[src/rtl/rlf_pkg.sv]
`timescale 1ns / 1ps
// ----------------------------------------------------------------------------
// rlf_pkg
// Field types, item kinds, operation codes and status codes shared by the
// replicated log follower modules.
// ----------------------------------------------------------------------------
package rlf_pkg;

  typedef logic [2:0]  kind_t;
  typedef logic [15:0] index_t;
  typedef logic [31:0] term_t;
  typedef logic [31:0] command_t;
  typedef logic [3:0]  status_t;
  typedef logic [10:0] summary_index_t;
  typedef logic [2:0]  op_t;

  localparam kind_t KIND_APPEND = 3'd0;
  localparam kind_t KIND_HEADER = 3'd1;
  localparam kind_t KIND_ENTRY  = 3'd2;
  localparam kind_t KIND_COMMIT = 3'd3;
  localparam kind_t KIND_READ   = 3'd4;

  localparam op_t OP_NONE   = 3'd0;
  localparam op_t OP_APPEND = 3'd1;
  localparam op_t OP_HEADER = 3'd2;
  localparam op_t OP_ENTRY  = 3'd3;
  localparam op_t OP_COMMIT = 3'd4;
  localparam op_t OP_READ   = 3'd5;

  localparam status_t ST_OK              = 4'd0;
  localparam status_t ST_PREV_MISMATCH   = 4'd1;
  localparam status_t ST_INDEX_ZERO      = 4'd2;
  localparam status_t ST_OVERLAP         = 4'd3;
  localparam status_t ST_GAP             = 4'd4;
  localparam status_t ST_REPLACE_COMMIT  = 4'd5;
  localparam status_t ST_COMMIT_BACKWARD = 4'd6;
  localparam status_t ST_COMMIT_PAST     = 4'd7;
  localparam status_t ST_NOT_FOUND       = 4'd8;
  localparam status_t ST_SKIPPED         = 4'd9;
  localparam status_t ST_FULL            = 4'd10;

  // classified item held in the queue between front and back
  typedef struct packed {
    op_t      op;
    logic     idx_zero;
    index_t   log_index;
    index_t   idx_m1;
    term_t    entry_term;
    command_t entry_command;
  } item_t;

endpackage

[src/rtl/rlf_queue.sv]
`timescale 1ns / 1ps
// ----------------------------------------------------------------------------
// rlf_queue
// Two-entry queue of classified items between front and back.
// ----------------------------------------------------------------------------
module rlf_queue (
  input  logic           clk,
  input  logic           rst,
  input  logic           push,
  input  rlf_pkg::item_t push_item,
  output logic           full,
  input  logic           pop,
  output logic           head_valid,
  output rlf_pkg::item_t head_item
);
  import rlf_pkg::*;

  item_t      slots [2];
  logic       wr_ptr;
  logic       rd_ptr;
  logic [1:0] count;

  assign full       = (count == 2'd2);
  assign head_valid = (count != 2'd0);
  assign head_item  = slots[rd_ptr];

  always_ff @(posedge clk) begin
    if (push) begin
      slots[wr_ptr] <= push_item;
    end
  end

  always_ff @(posedge clk) begin
    if (rst) begin
      wr_ptr <= 1'b0;
      rd_ptr <= 1'b0;
      count  <= 2'd0;
    end else begin
      if (push) begin
        wr_ptr <= !wr_ptr;
      end
      if (pop) begin
        rd_ptr <= !rd_ptr;
      end
      count <= count + 2'(push) - 2'(pop);
    end
  end

  assert property (@(posedge clk) disable iff (rst) pop |-> head_valid)
    else $error("queue popped while empty");
  assert property (@(posedge clk) disable iff (rst) push |-> !full)
    else $error("queue pushed while full");
  assert property (@(posedge clk) disable iff (rst) count != 2'd3)
    else $error("queue count out of range");

endmodule

[config.mk]
export PLATFORM = sky130hd
export DESIGN_NAME = rlf_queue
export DESIGN_NICKNAME = d
export VERILOG_FILES = /design/src/rtl/rlf_pkg.sv /design/src/rtl/rlf_queue.sv
export SDC_FILE = /design/constraint.sdc
export NUM_CORES = 1
export LEC_CHECK = 0
export BUFFER_PORTS_ARGS = -buffer_cell sky130_fd_sc_hd__buf_4
export CELL_PAD_IN_SITES_DETAIL_PLACEMENT = 2
export CELL_PAD_IN_SITES_GLOBAL_PLACEMENT = 2
export CORE_MARGIN = 3
export CORE_UTILIZATION = 25
export CTS_BUF_LIST = sky130_fd_sc_hd__clkbuf_2 sky130_fd_sc_hd__clkbuf_4 sky130_fd_sc_hd__clkbuf_8
export DETAILED_ROUTE_END_ITERATION = 12
export PLACE_DENSITY = 0.65
export SYNTH_ARGS = -nofsm -noshare
export SYNTH_HDL_FRONTEND = slang
export SYNTH_SLANG_ARGS = --single-unit
[constraint.sdc]
create_clock -name clk -period 6.75 [get_ports clk]
set_input_delay 0.675 -clock clk [delete_from_list [all_inputs] [get_ports clk]]
set_output_delay 0.675 -clock clk [all_outputs]
set_load 0.01 [all_outputs]
After elaboration in Yosys (flattened, before gate mapping):

Memory sizes are Yosys's and may differ from the RTL's. A register that Yosys moved wholly into a read port is not among the register bits.
Index checks and enable logic that the tools add are counted.

* add/sub/neg operators: 2
* $mul: 0
* divide/modulo/power cells: 0
* $lt $le $gt $ge: 0
* equal/unequal tests: 1
* shift operators: 0
* multiplexer cells: 4
* bitwise logic cells: 0
* reductions and logical operators: 3

Operators with widths (count)
* $mux 1: 4
* $add 2x1->2: 1
* $eq 2x2->1 const B: 1
* $logic_not 1->1: 2
* $reduce_bool 2->1: 1
* $sub 2x1->2: 1

* register bits: 4
* latch bits: 0
* bits in writable memories: 200
* bits in read-only memories: 0
* bits of input ports: 104
* output and inout port bits: 102
* logic and storage cells: 14
* memories: 1

Memory list
* slots: depth 2, bits a word 100, read ports 1, clocked after memory_dff 1, wr ports 1, RTL line rlf_queue.sv:18 `item_t slots [2];`

Logic depth before layout (Yosys ltp):

* depth after elaboration: 3
* gate-level depth with buffers: 6
* mapped depth without buffers: 6

Least setup slack after synthesis:

OpenSTA, ideal clock, no wires.

* path kind: input-to-reg
* start: in push
* end: mem slots[0][0] (netlist bit) (enable)
* setup time: 0.572 ns
* data arrival time: 5.027 ns
* data required time: 6.178 ns
* setup slack: 1.151 ns
* stages on the path: 1
* buffers on the path: 0
* cell sequence: nor2b_1

* longest elaborated chain between the ends: 2

RTL lines
* start, declared: RTL line rlf_queue.sv:9 `input logic push,`
* $mux 1: RTL line rlf_queue.sv:28 `if (push) begin`
* $mux 1 (implied by the code): RTL line rlf_queue.sv:29 `slots[wr_ptr] <= push_item;`
* end, declared: RTL line rlf_queue.sv:18

No other way between the ends.

==> metrics.md <==
| Metric | Value |
|---|---|
| Vias in the first global route | 4545 |
| Final min period | 3.58 ns |
| Yosys synthesis warning count | 0 |
| Largest net degree at the start of global routing | 61 |
| Clock Tree Buf Depth | 3 |
| Cell with the most instances after synthesis | edfxtp_1 |
| DP Wirelength | 12200 um |
| Crit path kind | register to primary output |
| Post-Syn Nets | 438 |
| CP endpoint kind | primary output |
| Area grow syn2layout | 31.7% |
| Total power | 0.00298 W |
| N_diodes | 0 |
| Critical-path maximum fanout | 54 |
| Cells after Synth | 332 |
| Async SR Flop Fraction | 0% |
| Sw Pwr | 0.000667 W |
| EDFF count, synth | 200 |
| # H-tree levels | 2 |
| Post-route ant nets | 0 |
| Setup-failing EPs final | 0 |
| Worst skew pair latency | 0.49 ns |
| Crit path DAT | 2.91 ns |
| Status | finished clean |
| CTS Hold Bufs | 0 |
| Initial core utilization | 25.7% |
| Synth cell types | 13 |
| Vias | 3932 |
| WL final | 17700 um |
| Die Y | 184 um |
| Clk sinks | 205 |
| Vias per Instance | 4.00 |
| Clock Power Share | 35.0% |
| Yosys reg bits | 205 |
| Global route overflow | 0 |
| Core ar. | 30900 um2 |
| First drt pass iteration count | 6 |
| Clock Skews | 0.0119 ns |
| Root buffer cell | clkbuf_8 |
| Initial antenna violation count | 0 |
| Final RePlAce weighted congestion | 0.666 |
| Share of layout cells above drive strength 1 | 61.9% |
| Drt drc | 0 |
| RSZ-0062 raised after global routing | no |
| Hold Crit Depth | 1 |
| First-pass GRT wire length | 26400 um |
| I/O Pins | 206 |
| Pwr dens | 285 nW/um2 |
| Power share of the sequential group | 51.2% |
| Fin Setup TNS | 0 ns |
| Fin area | 10500 um2 |
| Share of the synthesized area in the top cell type | 75.7% |
| Max-Cap Viols | 0 |
| Fmax | 279 MHz |
| Dpl cell area | 9800 um2 |
| Worst vdd ir | 0.175 mV |
| Commonest cells post-synth | edfxtp_1 (200), mux2_4 (100), buf_12 (10) |
| Reg2reg path depth | 2 |
| Mapped Avg Cell Area | 23.9 um2 |
| Combinational share of power | 13.7% |
| Critical Path RT | 6.07 ns |
| Dominant cell type by area after synthesis | edfxtp_1 |
| Ys flop type | edfxtp_1 |
| Post-CTS Setup Bufs | 0 |
| Slew @ Worst Pin | 1.01 ns |
| Mapped cell area | 7940 um2 |
| Startpoint types | register |
| Leak | 4.09 nW |
| Detailed-route wire length per cell | 18.0 um |
| Seq/Total Area, Yosys | 76.9% |
| Hold crit path type | input port to register |
| CTS tree | yes |
| Final period util | 53.1% |
| Pins Over Slew Limit | 0 |
| Int Pwr | 0.00231 W |
| Switching part of the total | 22.4% |
| Hold slack final | 0.367 ns |
| Hold Fails Final Rpt | 0 |
| Num CTS Buffers | 36 |
| Worst relative slew slack | 32.7% |
| Die Area | 33900 um2 |
| Core Rows | 64 |
| Worst-path clk slew | 0.06 ns |
| Global Route Usage Sum | 10.2% |
| Cts repair resizes | 0 |
| IO buf count | 205 |
| DR iter-0 viols | 147 |
| Fin nets | 674 |
| Die width | 184 um |
| Synth top area cells | edfxtp_1 (76%), mux2_4 (19%), buf_12 (2.5%) |
==> per-layer routing <==
layer	up-vias	global-route usage, %	wire length [um]
li1	1778	-	-
met3	36	3.30	1320
met4	0	3.42	371
met1	1964	11.6	6810
met2	154	18.0	9230
met5	-	0	0
==> placed cells by master, fill, tap and decap left out <==
master and instances:
inv_1 2, nor2_1 4, and2_4 1, mux2_4 100, or2_2 1, buf_4 209
xnor3_1 1, clkbuf_8 39, dfxtp_4 1, nor2b_4 1, edfxtp_1 200, dfxtp_1 4
xnor2_1 2, nor2b_1 2, clkinv_2 1, ha_1 2, clkinv_1 7, clkbuf_4 11
==> power groups by stage <==
stage	clock network (W)	registers (W)	logic, W
floorplan	0	0.00154	0.000250
global placement	0	0.00155	0.000409
detailed placement	0	0.00155	0.000420
CTS	0.00111	0.00153	0.000422
global route	0.00115	0.00154	0.000440
finish	0.00104	0.00153	0.000408
==> kinds of logic after synthesis <==
kind of cell | Yosys count | share of synthesized area [%]
flops | 205 | 76.9
xor+xnor | 3 | 0.504
fa+ha+maj | 2 | 0.315
buf+inv | 13 | 2.76
simple gates | 9 | 0.583
mux | 100 | 18.9
==> through the flow <==
step | utilization [%] | worst slack, ns | std cells
floorplan | - | 1.15 | 332
global placement | 31.7 | 3.66 | 926
detailed placement | 31.7 | 3.59 | 926
CTS | 33.8 | 3.03 | 984
global route | 33.8 | 2.96 | 984
finish | 33.8 | 3.17 | 984
==> state kept, by name (all words and copies together), names as in the netlist, named ones only <==
name / count
count: 2
rd_ptr: 1
slots: 200
wr_ptr: 1
==> cell type report <==
cell class | instances | area (um2)
Multi-Input combinational cell | 114 | 1620
Inverter | 2 | 7.51
Timing Repair Buffer | 209 | 1570
Sequential cell | 205 | 6110
Clock buffer | 50 | 619
Fill cell | 3097 | 20500
Clock inverter | 8 | 31.3
Tap cell | 396 | 495
==> worst max-delay path: stages, from the launching register on <==
cell     delay, ns
dfxtp_4       0.95
buf_4         0.90
mux2_4        0.37
buf_4         0.15
==> worst paths after layout <==
| kind | startpoint | endpoint | slack (ns) |
|---|---|---|---|
| setup / recovery | register | head_item[6] | 3.17 |
| setup reg to reg | wr_ptr$_SDFFE_PP0P_ | slots[1][94]$_DFFE_PP_ | 4.56 |
| hold reg to reg | rd_ptr$_SDFFE_PP0P_ | register | 0.52 |
| hold / removal | push_item[52] | slots[1][52]$_DFFE_PP_ | 0.37 |
Note: power is estimated with default switching activity, not from simulation.
