===== src/rtl/rlf_pkg.sv =====
`timescale 1ns / 1ps
// ----------------------------------------------------------------------------
// rlf_pkg
// Field types, item kinds, operation codes and status codes shared by the
// replicated log follower modules.
// ----------------------------------------------------------------------------
package rlf_pkg;

  typedef logic [2:0]  kind_t;
  typedef logic [15:0] index_t;
  typedef logic [31:0] term_t;
  typedef logic [31:0] command_t;
  typedef logic [3:0]  status_t;
  typedef logic [10:0] summary_index_t;
  typedef logic [2:0]  op_t;

  localparam kind_t KIND_APPEND = 3'd0;
  localparam kind_t KIND_HEADER = 3'd1;
  localparam kind_t KIND_ENTRY  = 3'd2;
  localparam kind_t KIND_COMMIT = 3'd3;
  localparam kind_t KIND_READ   = 3'd4;

  localparam op_t OP_NONE   = 3'd0;
  localparam op_t OP_APPEND = 3'd1;
  localparam op_t OP_HEADER = 3'd2;
  localparam op_t OP_ENTRY  = 3'd3;
  localparam op_t OP_COMMIT = 3'd4;
  localparam op_t OP_READ   = 3'd5;

  localparam status_t ST_OK              = 4'd0;
  localparam status_t ST_PREV_MISMATCH   = 4'd1;
  localparam status_t ST_INDEX_ZERO      = 4'd2;
  localparam status_t ST_OVERLAP         = 4'd3;
  localparam status_t ST_GAP             = 4'd4;
  localparam status_t ST_REPLACE_COMMIT  = 4'd5;
  localparam status_t ST_COMMIT_BACKWARD = 4'd6;
  localparam status_t ST_COMMIT_PAST     = 4'd7;
  localparam status_t ST_NOT_FOUND       = 4'd8;
  localparam status_t ST_SKIPPED         = 4'd9;
  localparam status_t ST_FULL            = 4'd10;

  // classified item held in the queue between front and back
  typedef struct packed {
    op_t      op;
    logic     idx_zero;
    index_t   log_index;
    index_t   idx_m1;
    term_t    entry_term;
    command_t entry_command;
  } item_t;

endpackage


===== src/rtl/rlf_if.sv =====
`timescale 1ns / 1ps
// ----------------------------------------------------------------------------
// rlf_in_if / rlf_out_if
// Valid/ready channels for log requests and log results.
// ----------------------------------------------------------------------------
interface rlf_in_if;
  import rlf_pkg::*;

  logic     valid;
  logic     ready;
  kind_t    kind;
  index_t   log_index;
  term_t    entry_term;
  command_t entry_command;

  modport source (output valid, kind, log_index, entry_term, entry_command, input ready);
  modport sink   (input valid, kind, log_index, entry_term, entry_command, output ready);
endinterface



===== src/rtl/rlf_front.sv =====
`timescale 1ns / 1ps
// ----------------------------------------------------------------------------
// rlf_front
// Accepts request beats and classifies them into operations for the queue.
// ----------------------------------------------------------------------------
module rlf_front (
  rlf_in_if.sink         req,
  input  logic           q_full,
  output logic           q_push,
  output rlf_pkg::item_t q_item
);
  import rlf_pkg::*;

  op_t op;

  always_comb begin
    unique case (req.kind)
      KIND_APPEND: op = OP_APPEND;
      KIND_HEADER: op = OP_HEADER;
      KIND_ENTRY:  op = OP_ENTRY;
      KIND_COMMIT: op = OP_COMMIT;
      KIND_READ:   op = OP_READ;
      default:     op = OP_NONE;
    endcase
  end

  assign req.ready = !q_full;
  assign q_push    = req.valid && !q_full;

  always_comb begin
    q_item.op            = op;
    q_item.idx_zero      = (req.log_index == '0);
    q_item.log_index     = req.log_index;
    q_item.idx_m1        = req.log_index - 16'd1;
    q_item.entry_term    = req.entry_term;
    q_item.entry_command = req.entry_command;
  end

endmodule


===== src/flat_wrapper.sv =====
// flat-port wrapper written by rule: the top's interface ports become plain ports
module rlf_front_flat import rlf_pkg::*;
  (q_full, q_push, q_item, req_valid, req_kind, req_log_index, req_entry_term, req_entry_command, req_ready);
  rlf_in_if req_i ();
  input  logic q_full;
  output logic q_push;
  output rlf_pkg::item_t q_item;
  input wire logic [$bits(req_i.valid)-1:0] req_valid;
  input wire logic [$bits(req_i.kind)-1:0] req_kind;
  input wire logic [$bits(req_i.log_index)-1:0] req_log_index;
  input wire logic [$bits(req_i.entry_term)-1:0] req_entry_term;
  input wire logic [$bits(req_i.entry_command)-1:0] req_entry_command;
  output wire logic [$bits(req_i.ready)-1:0] req_ready;
  assign req_i.valid = req_valid;
  assign req_i.kind = req_kind;
  assign req_i.log_index = req_log_index;
  assign req_i.entry_term = req_entry_term;
  assign req_i.entry_command = req_entry_command;
  assign req_ready = req_i.ready;
  rlf_front u_core (.req(req_i), .q_full(q_full), .q_push(q_push), .q_item(q_item));
endmodule

===== config.mk =====
export PLATFORM = sky130hd
export DESIGN_NAME = rlf_front_flat
export DESIGN_NICKNAME = d
export VERILOG_FILES = /design/src/rtl/rlf_pkg.sv /design/src/rtl/rlf_if.sv /design/src/rtl/rlf_front.sv /design/src/flat_wrapper.sv
export SDC_FILE = /design/constraint.sdc
export NUM_CORES = 1
export LEC_CHECK = 0
export BUFFER_PORTS_ARGS = -buffer_cell sky130_fd_sc_hd__buf_2
export CAP_MARGIN = 20
export CORE_AREA = 2 2 73 75
export DETAILED_ROUTE_END_ITERATION = 12
export DIE_AREA = 0 0 75 77
export PLACE_DENSITY_LB_ADDON = 0.1
export SYNTH_ARGS = -nofsm -noshare
export SYNTH_HDL_FRONTEND = slang
export SYNTH_SLANG_ARGS = --single-unit

===== constraint.sdc =====
create_clock -name vclk -period 1.05
set_input_delay 0.0525 -clock vclk [all_inputs]
set_output_delay 0.0525 -clock vclk [all_outputs]
set_load 0.01 [all_outputs]

* Yosys cells after proc, flatten, opt, wreduce, memory -nomap -nowiden
Index checks and enable logic that the tools add are counted.
** Storage, ports and cells
- Flip-flop bits (word level) :: 0
- Bits of input ports :: 85
- Output and inout port bits :: 102
** Operators by class
- $add $sub $neg :: 1
- Equality and inequality tests :: 4
- Mux-type cells :: 1
- Reduce and logical (&&, ||, !) cells :: 4
** Operators with widths (count)
- zero test 16 bit :: 1
- subtractor 16 x 1 -> 16 bit (second input constant) :: 1
- one-hot mux 3 bit (5 select lines) :: 1
- == test 3 x 2 -> 1 bit (second input constant) :: 2
- == test 3 x 1 -> 1 bit (second input constant) :: 1
- == test 3 bit (second input constant) :: 1
- zero test 3 bit :: 1
- logical AND 1 bit :: 1
- zero test 1 bit :: 1

* Depth between registers and ports, before layout
Gate-level depths: netlist (run 1).
- Depth after elaboration :: 2
- Depth in mapped cells :: 5
- Depth with buffers taken out :: 5

* Worst setup path before layout (run 1)
No wires, ideal clock.
- Path kind :: input-to-output
- Start :: in req_log_index[5]
- End :: out q_item[73] (netlist name)
- Arrival :: 1067 ps
- Required time :: 998 ps
- Path slack :: -69 ps
- Stages :: 4
- Path buffers :: 0
- Path through :: nor4_4 nand2_2 or3_1 xnor2_1
** RTL lines
- start, declared :: line flat_wrapper.sv:10 : input wire logic [$bits(req_i.log_index)-1:0] req_log_index;
- end, declared :: line flat_wrapper.sv:7 : output rlf_pkg::item_t q_item;

==> impl_metrics.csv, run 1 <==
group,metric,value,unit
sta,number_of_setup_violations_in_the_final_report,11,
placement,post-place-cells,190,
global_route,grt-ovfl-total,0,
worst_setup_path,worst_setup_path_startpoint,"req_log_index[4]",
placement,gpl.final_weighted_congestion,0.6796,
global_route,grt_first_pass_wirelength,3222,um
sta,grt_setup_unrepaired,"yes",
run_status,outcome,"finished with violations",
power_and_ir_drop,max-vdd-ir-drop,74.86,uV
finish,seq_cells,0,
floorplanning,floorplan.initialDensity,0.1928,
power_and_ir_drop,leakage_power,0.5756,nW
global_route,grt_use_total,0.06625,
yosys,synth_largest_area_cell,"sky130_fd_sc_hd__buf_4",
sta,timing.final.hold_violations,0,
floorplanning,die_height,77,um
worst_hold_path,hold_path_startpoint,"req_entry_command[11]",
global_route,grt_max_degree,6,
yosys,synthesis.instances,128,
sta,final_report_max_slew_violation_count,0,
global_route,number_of_global_route_vias_before_repair,689,
floorplanning,core-area,4977,um^2
floorplanning,io-pin-count,187,
global_route,grt_antenna_before_repair,0,
yosys,syn_area_per_cell,7.497,um^2
routing,postRouteWirelength,2275,um
placement,port_buffers,59,
run,maxCapViolations,0,
worst_setup_path,critical_path_peak_fanout,4,
finish,finalCoreUtilization,0.2104,
finish,fin_cells,198,
finish,ratio_of_cells_with_drive_above_1_in_the_final_layout,0.7813,
clock_tree,hold_buffers,0,
yosys,synth.net_count,214,
floorplanning,fp-row-count,26,
finish,area_used_by_sequential_logic_in_the_layout,0,um^2
routing,drc_errors,0,
worst_setup_path,cp_data_arrival_time,1.26,ns
sta,timing_worst_slew_pin_value,0.2645,ns
finish,net_total_in_the_final_layout,216,
finish,area_growth,9.126,%
sta,layout_worst_path_cycle_share,1.253,
finish,antenna-diode-count,0,
finish,n_clock_buffer,0,
yosys,synth_top_area_frac,0.6258,
worst_hold_path,min_path_type,"in2out",
worst_setup_path,worst_setup_path_end_kind,"output port",
yosys,seq_area_frac_synth,0,
yosys,number_of_warnings_issued_by_yosys,0,
floorplanning,die_area,5775,um^2
sta,layout_setup_ws,-0.2653,ns
finish,fillerInstances,559,
routing,postRouteAntennaNets,0,
routing,post_drt_via_cell_ratio,3.662,
worst_setup_path,criticalPathCategory,"in2out",
sta,timing.final.crit_period,1.315,ns
yosys,ys_types,22,
sta,achievable-frequency,0.7603,GHz
yosys,ys_top_cells_by_area,"sky130_fd_sc_hd__buf_4 63%, sky130_fd_sc_hd__xor2_1 8.2%, sky130_fd_sc_hd__xnor2_1 4.6%",
placement,detailed_place_hpwl,2028,um
yosys,post_synth_instance_area,959.7,um^2
routing,dr_total_vias,725,
power_and_ir_drop,power-per-cell-area,344.6,nW/um^2
run_status,failing_checks,"negative setup slack",
routing,drt-initial-drc-count,7,
routing,drt_pre_antenna_iters,4,
worst_setup_path,crit_path_start_kind,"input pin",
floorplanning,die_w,75,um
routing,wl_per_cell,11.49,um
worst_setup_path,timing.critical_path.required,1.00,ns
sta,slew-limit-headroom,0.8213,
-- cell usage after synthesis (all sizes together) --
library cell	count
buf	80
xor2	9
nor2	7
nand2	6
xnor2	5
inv	4
nor4	4
nor3	2
nor3b	2
a21oi	1
ha	1
nand2b	1
nand3	1
nand3b	1
nor2b	1
o21ai	1
o41ai	1
or3	1
-- through the flow --
step                      setup WS, ns  power (mW)  hold slack (ns)  setup TNS, ns  area (um^2)
final                          -0.2653      0.3608           0.1050         -1.846         1047
after global placement         -0.3260      0.3129           0.1051         -2.633        853.3
after global routing           -0.3148      0.3934           0.1050         -2.720         1047
after floorplan               -0.03772      0.4030           0.1380       -0.04049        973.4
after detailed placement       -0.3243      0.3086           0.1051         -2.463        853.3
after CTS                      -0.2839      0.3378           0.1051         -1.972        954.7
-- placed cells by master, fill, tap and decap left out --
cell type and n:
sky130_fd_sc_hd__nand2_2 1, sky130_fd_sc_hd__nand2_4 2, sky130_fd_sc_hd__xor2_1 8, sky130_fd_sc_hd__nand2b_1 1, sky130_fd_sc_hd__a21oi_1 1, sky130_fd_sc_hd__nor2_1 7
sky130_fd_sc_hd__inv_2 2, sky130_fd_sc_hd__buf_8 2, sky130_fd_sc_hd__xor2_2 1, sky130_fd_sc_hd__nor4_4 3, sky130_fd_sc_hd__or3_4 1, sky130_fd_sc_hd__xnor2_2 3
sky130_fd_sc_hd__nor2b_1 1, sky130_fd_sc_hd__buf_6 5, sky130_fd_sc_hd__o41ai_1 1, sky130_fd_sc_hd__ha_4 1, sky130_fd_sc_hd__nor3b_2 2, sky130_fd_sc_hd__xnor2_1 2
sky130_fd_sc_hd__nor4_2 1, sky130_fd_sc_hd__nor3_4 2, sky130_fd_sc_hd__nand2_1 3, sky130_fd_sc_hd__inv_1 2, sky130_fd_sc_hd__buf_4 19, sky130_fd_sc_hd__buf_2 54
sky130_fd_sc_hd__nand3_1 1, sky130_fd_sc_hd__nand3b_4 1, sky130_fd_sc_hd__o21ai_0 1
-- timing repair --
| action | in CTS | in global routing |
|---|---|---|
| pin swaps | 3 | 8 |
| gates resized for setup | 16 | 15 |
| buffers inserted | 3 | 5 |
| setup endpoints to repair | 12 | 13 |
| endpoints found under the hold margin | 0 | 0 |
| cloned | 0 | 0 |
-- worst max-delay path, stage by stage --
cell and delay [ns]:
sky130_fd_sc_hd__buf_8 0.10, sky130_fd_sc_hd__nor4_4 0.29, sky130_fd_sc_hd__buf_4 0.16, sky130_fd_sc_hd__nand2_4 0.05, sky130_fd_sc_hd__or3_4 0.34, sky130_fd_sc_hd__xnor2_2 0.13
sky130_fd_sc_hd__buf_2 0.14
-- layer usage --
metal / up-vias / part of all wire / global-route usage
met5: - / 0 / 0
met4: 0 / 0.057 / 0.04286
met3: 24 / 0.17 / 0.03942
met2: 71 / 0.48 / 0.1211
met1: 310 / 0.29 / 0.04867
li1: 320 / - / -
-- final timing paths --
check / depth (start not counted) / to
max: 7 / q_item[73]
min: 0 / q_item[11]
-- cells by family after synthesis --
logic type                 after synthesis  share of synthesized area
AOI/OAI and AO/OA                        3                    0.01955
xor gates and xnor gates                14                     0.1278
adders and majority gates                1                    0.01304
buffers and inverters                   84                     0.6415
and+or+nand+nor                         26                     0.1982
-- area by class of cell --
| type | instances | area (um^2) | area share |
|---|---|---|---|
| tap | 70 | 87.58 | 0.08363 |
| multi-input combinational | 44 | 445.4 | 0.4253 |
| inverter | 4 | 15.01 | 0.01434 |
| timing repair buffer | 80 | 499.2 | 0.4767 |
-- power by group --
| group | switching (mW) | leakage, nW | internal [mW] |
|---|---|---|---|
| Sequential | 0 | 0 | 0 |
| Clock | 0 | 0 | 0 |
| Combinational | 0.179 | 0.576 | 0.182 |
Power figures use the tool's default switching activity.
==> run 2: changes to the inputs <==
Clock period 1.05 ns to 1.2 ns, I/O delays scaled along.
==> run 2 against run 1 <==
The run still ends with negative setup slack left. Sequential share of layout area stayed put. Count of clock-buffer cells in the layout unchanged. Final cell count is 3.0% lower. Wire length increased by 1.2%. Worst hold slack gained 0.015 ns. Worst setup slack better by 0.13 ns. Via count decreased by 1.2%. Power shrank 22%. Global-route usage is 0.083 points lower. Non-clock buffer count fell by 6. Critical endpoint unchanged.
==> impl_metrics.csv, run 2 (synthesis results as in run 1) <==
group,metric,value,unit
worst_setup_path,timing.critical_path.cells,"buf_8 -> nor4_4 -> nand2_2 -> or3_4 -> xnor2_2 -> buf_2",
worst_hold_path,min_path_type,"in2out",
finish,finalCoreUtilization,0.1870,
sta,achievable-frequency,0.7479,GHz
floorplanning,die_area,5775,um^2
sta,final_report_max_slew_violation_count,0,
worst_setup_path,max_stage_delay,0.36,ns
global_route,grt_max_degree,6,
sta,timing_worst_slew_pin_value,0.3020,ns
sta,timing.final.crit_period,1.337,ns
worst_setup_path,timing.critical_path.required,1.14,ns
power_and_ir_drop,power-per-cell-area,303.6,nW/um^2
worst_setup_path,critical_path_peak_fanout,4,
finish,net_total_in_the_final_layout,210,
worst_setup_path,worst_setup_path_end_kind,"output port",
worst_setup_path,timing.critical_path.buf_inv,2,
finish,leading_cell_types_in_the_layout_fill_and_taps_excluded,"57 x sky130_fd_sc_hd__buf_2, 14 x sky130_fd_sc_hd__buf_4, 9 x sky130_fd_sc_hd__xor2_1",
global_route,number_of_global_route_vias_before_repair,673,
sta,timing.final.hold_violations,0,
worst_setup_path,crit_path_start_kind,"input pin",
worst_hold_path,hold-path-endpoint,"q_item[16]",
routing,post_drt_via_cell_ratio,3.729,
routing,postRouteAntennaNets,0,
sta,grt_setup_unrepaired,"yes",
sta,layout_setup_ws,-0.1370,ns
worst_setup_path,critical-path-top-delay-family,"simple AND/OR/NAND/NOR gates",
routing,drt_pre_antenna_iters,2,
floorplanning,die_w,75,um
run,maxCapViolations,0,
sta,layout_worst_path_cycle_share,1.114,
placement,pre_cts_ws,-0.2367,ns
finish,n_clock_buffer,0,
finish,ratio_of_cells_with_drive_above_1_in_the_final_layout,0.7295,
sta,number_of_setup_violations_in_the_final_report,8,
finish,area_used_by_sequential_logic_in_the_layout,0,um^2
floorplanning,floorplan.initialDensity,0.1928,
placement,detailed_place_hpwl,2022,um
power_and_ir_drop,total_power,0.2827,mW
floorplanning,fp-row-count,26,
floorplanning,core-area,4977,um^2
finish,area_growth,-2.999,%
routing,drc_errors,0,
sta,slew-limit-headroom,0.7972,
global_route,grt_use_total,0.06542,
global_route,grt_antenna_before_repair,0,
placement,post-place-cells,190,
worst_setup_path,criticalPathCategory,"in2out",
finish,antenna-diode-count,0,
power_and_ir_drop,max-vdd-ir-drop,60.12,uV
floorplanning,io-pin-count,187,
worst_hold_path,holdPathStages,0,
run_status,outcome,"finished with violations",
finish,fillerInstances,576,
routing,drt-initial-drc-count,7,
placement,gpl.final_weighted_congestion,0.6671,
routing,dr_total_vias,716,
clock_tree,hold_buffers,0,
sta,hold-worst-slack,0.1200,ns
finish,layout.cells.most_common,"sky130_fd_sc_hd__buf_2",
routing,postRouteWirelength,2303,um
worst_setup_path,cp_data_arrival_time,1.28,ns
floorplanning,die_height,77,um
worst_hold_path,hold_path_startpoint,"req_entry_command[16]",
finish,seq_cells,0,
placement,port_buffers,59,
global_route,grt_first_pass_wirelength,3153,um
run_status,failing_checks,"negative setup slack",
global_route,grt-ovfl-total,0,
worst_setup_path,cp_slowest_cell,"sky130_fd_sc_hd__or3_4",
finish,fin_cells,192,
power_and_ir_drop,leakage_power,0.4908,nW
routing,wl_per_cell,11.99,um
[run 2: cell count changes in the layout (fill, tap and decap cells not counted), sizes merged]
cell	previous run	this run
buf	80	74
[run 2: worst max path at each step]
stage | start | to | slack, ns | cells after the start
6_report | req_log_index[6] | q_item[73] | -0.14 | 6
5_1_grt | req_log_index[6] | q_item[73] | -0.21 | 6
4_1_cts | req_log_index[5] | q_item[73] | -0.15 | 6
3_5_place_dp | req_log_index[10] | q_item[96] | -0.24 | 7
3_3_place_gp | req_log_index[10] | q_item[96] | -0.28 | 7
2_1_floorplan | req_log_index[5] | q_item[73] | 0.07 | 4
[run 2: through the flow]
step | setup TNS [ns] | instance area (um^2)
after global placement | -1.724 | 839.6
after global routing | -1.519 | 930.9
final | -0.7383 | 930.9
after floorplan | 0 | 959.7
after CTS | -0.9021 | 888.4
after detailed placement | -1.360 | 839.6
[run 2: repair_timing]
item,CTS,global route
resized for setup,10,6
setup endpoints to repair,9,10
pin swaps,2,4
setup buffers,1,1
endpoints found under the hold margin,0,0
[run 2: report_power, final]
part           internal [mW]  total, mW  switching, mW
logic                  0.134      0.283          0.148
clock network              0          0              0
registers                  0          0              0
[run 2: layout make-up]
| cell class | count | area [um^2] | share of cell area |
|---|---|---|---|
| repair buffers | 74 | 427.9 | 0.4597 |
| multi-input cells | 44 | 400.4 | 0.4301 |
| well taps | 70 | 87.58 | 0.09409 |
| inverters | 4 | 15.01 | 0.01613 |
[run 2: metal layers]
| metal | wire (um) | vias to the layer above | part of all wire | GRT usage |
|---|---|---|---|---|
| met4 | 112 | 0 | 0.049 | 0.03571 |
| met5 | 0 | - | 0 | 0 |
| met2 | 1132 | 72 | 0.49 | 0.1219 |
| li1 | - | 311 | - | - |
| met1 | 626 | 307 | 0.27 | 0.05168 |
| met3 | 431 | 26 | 0.19 | 0.03417 |
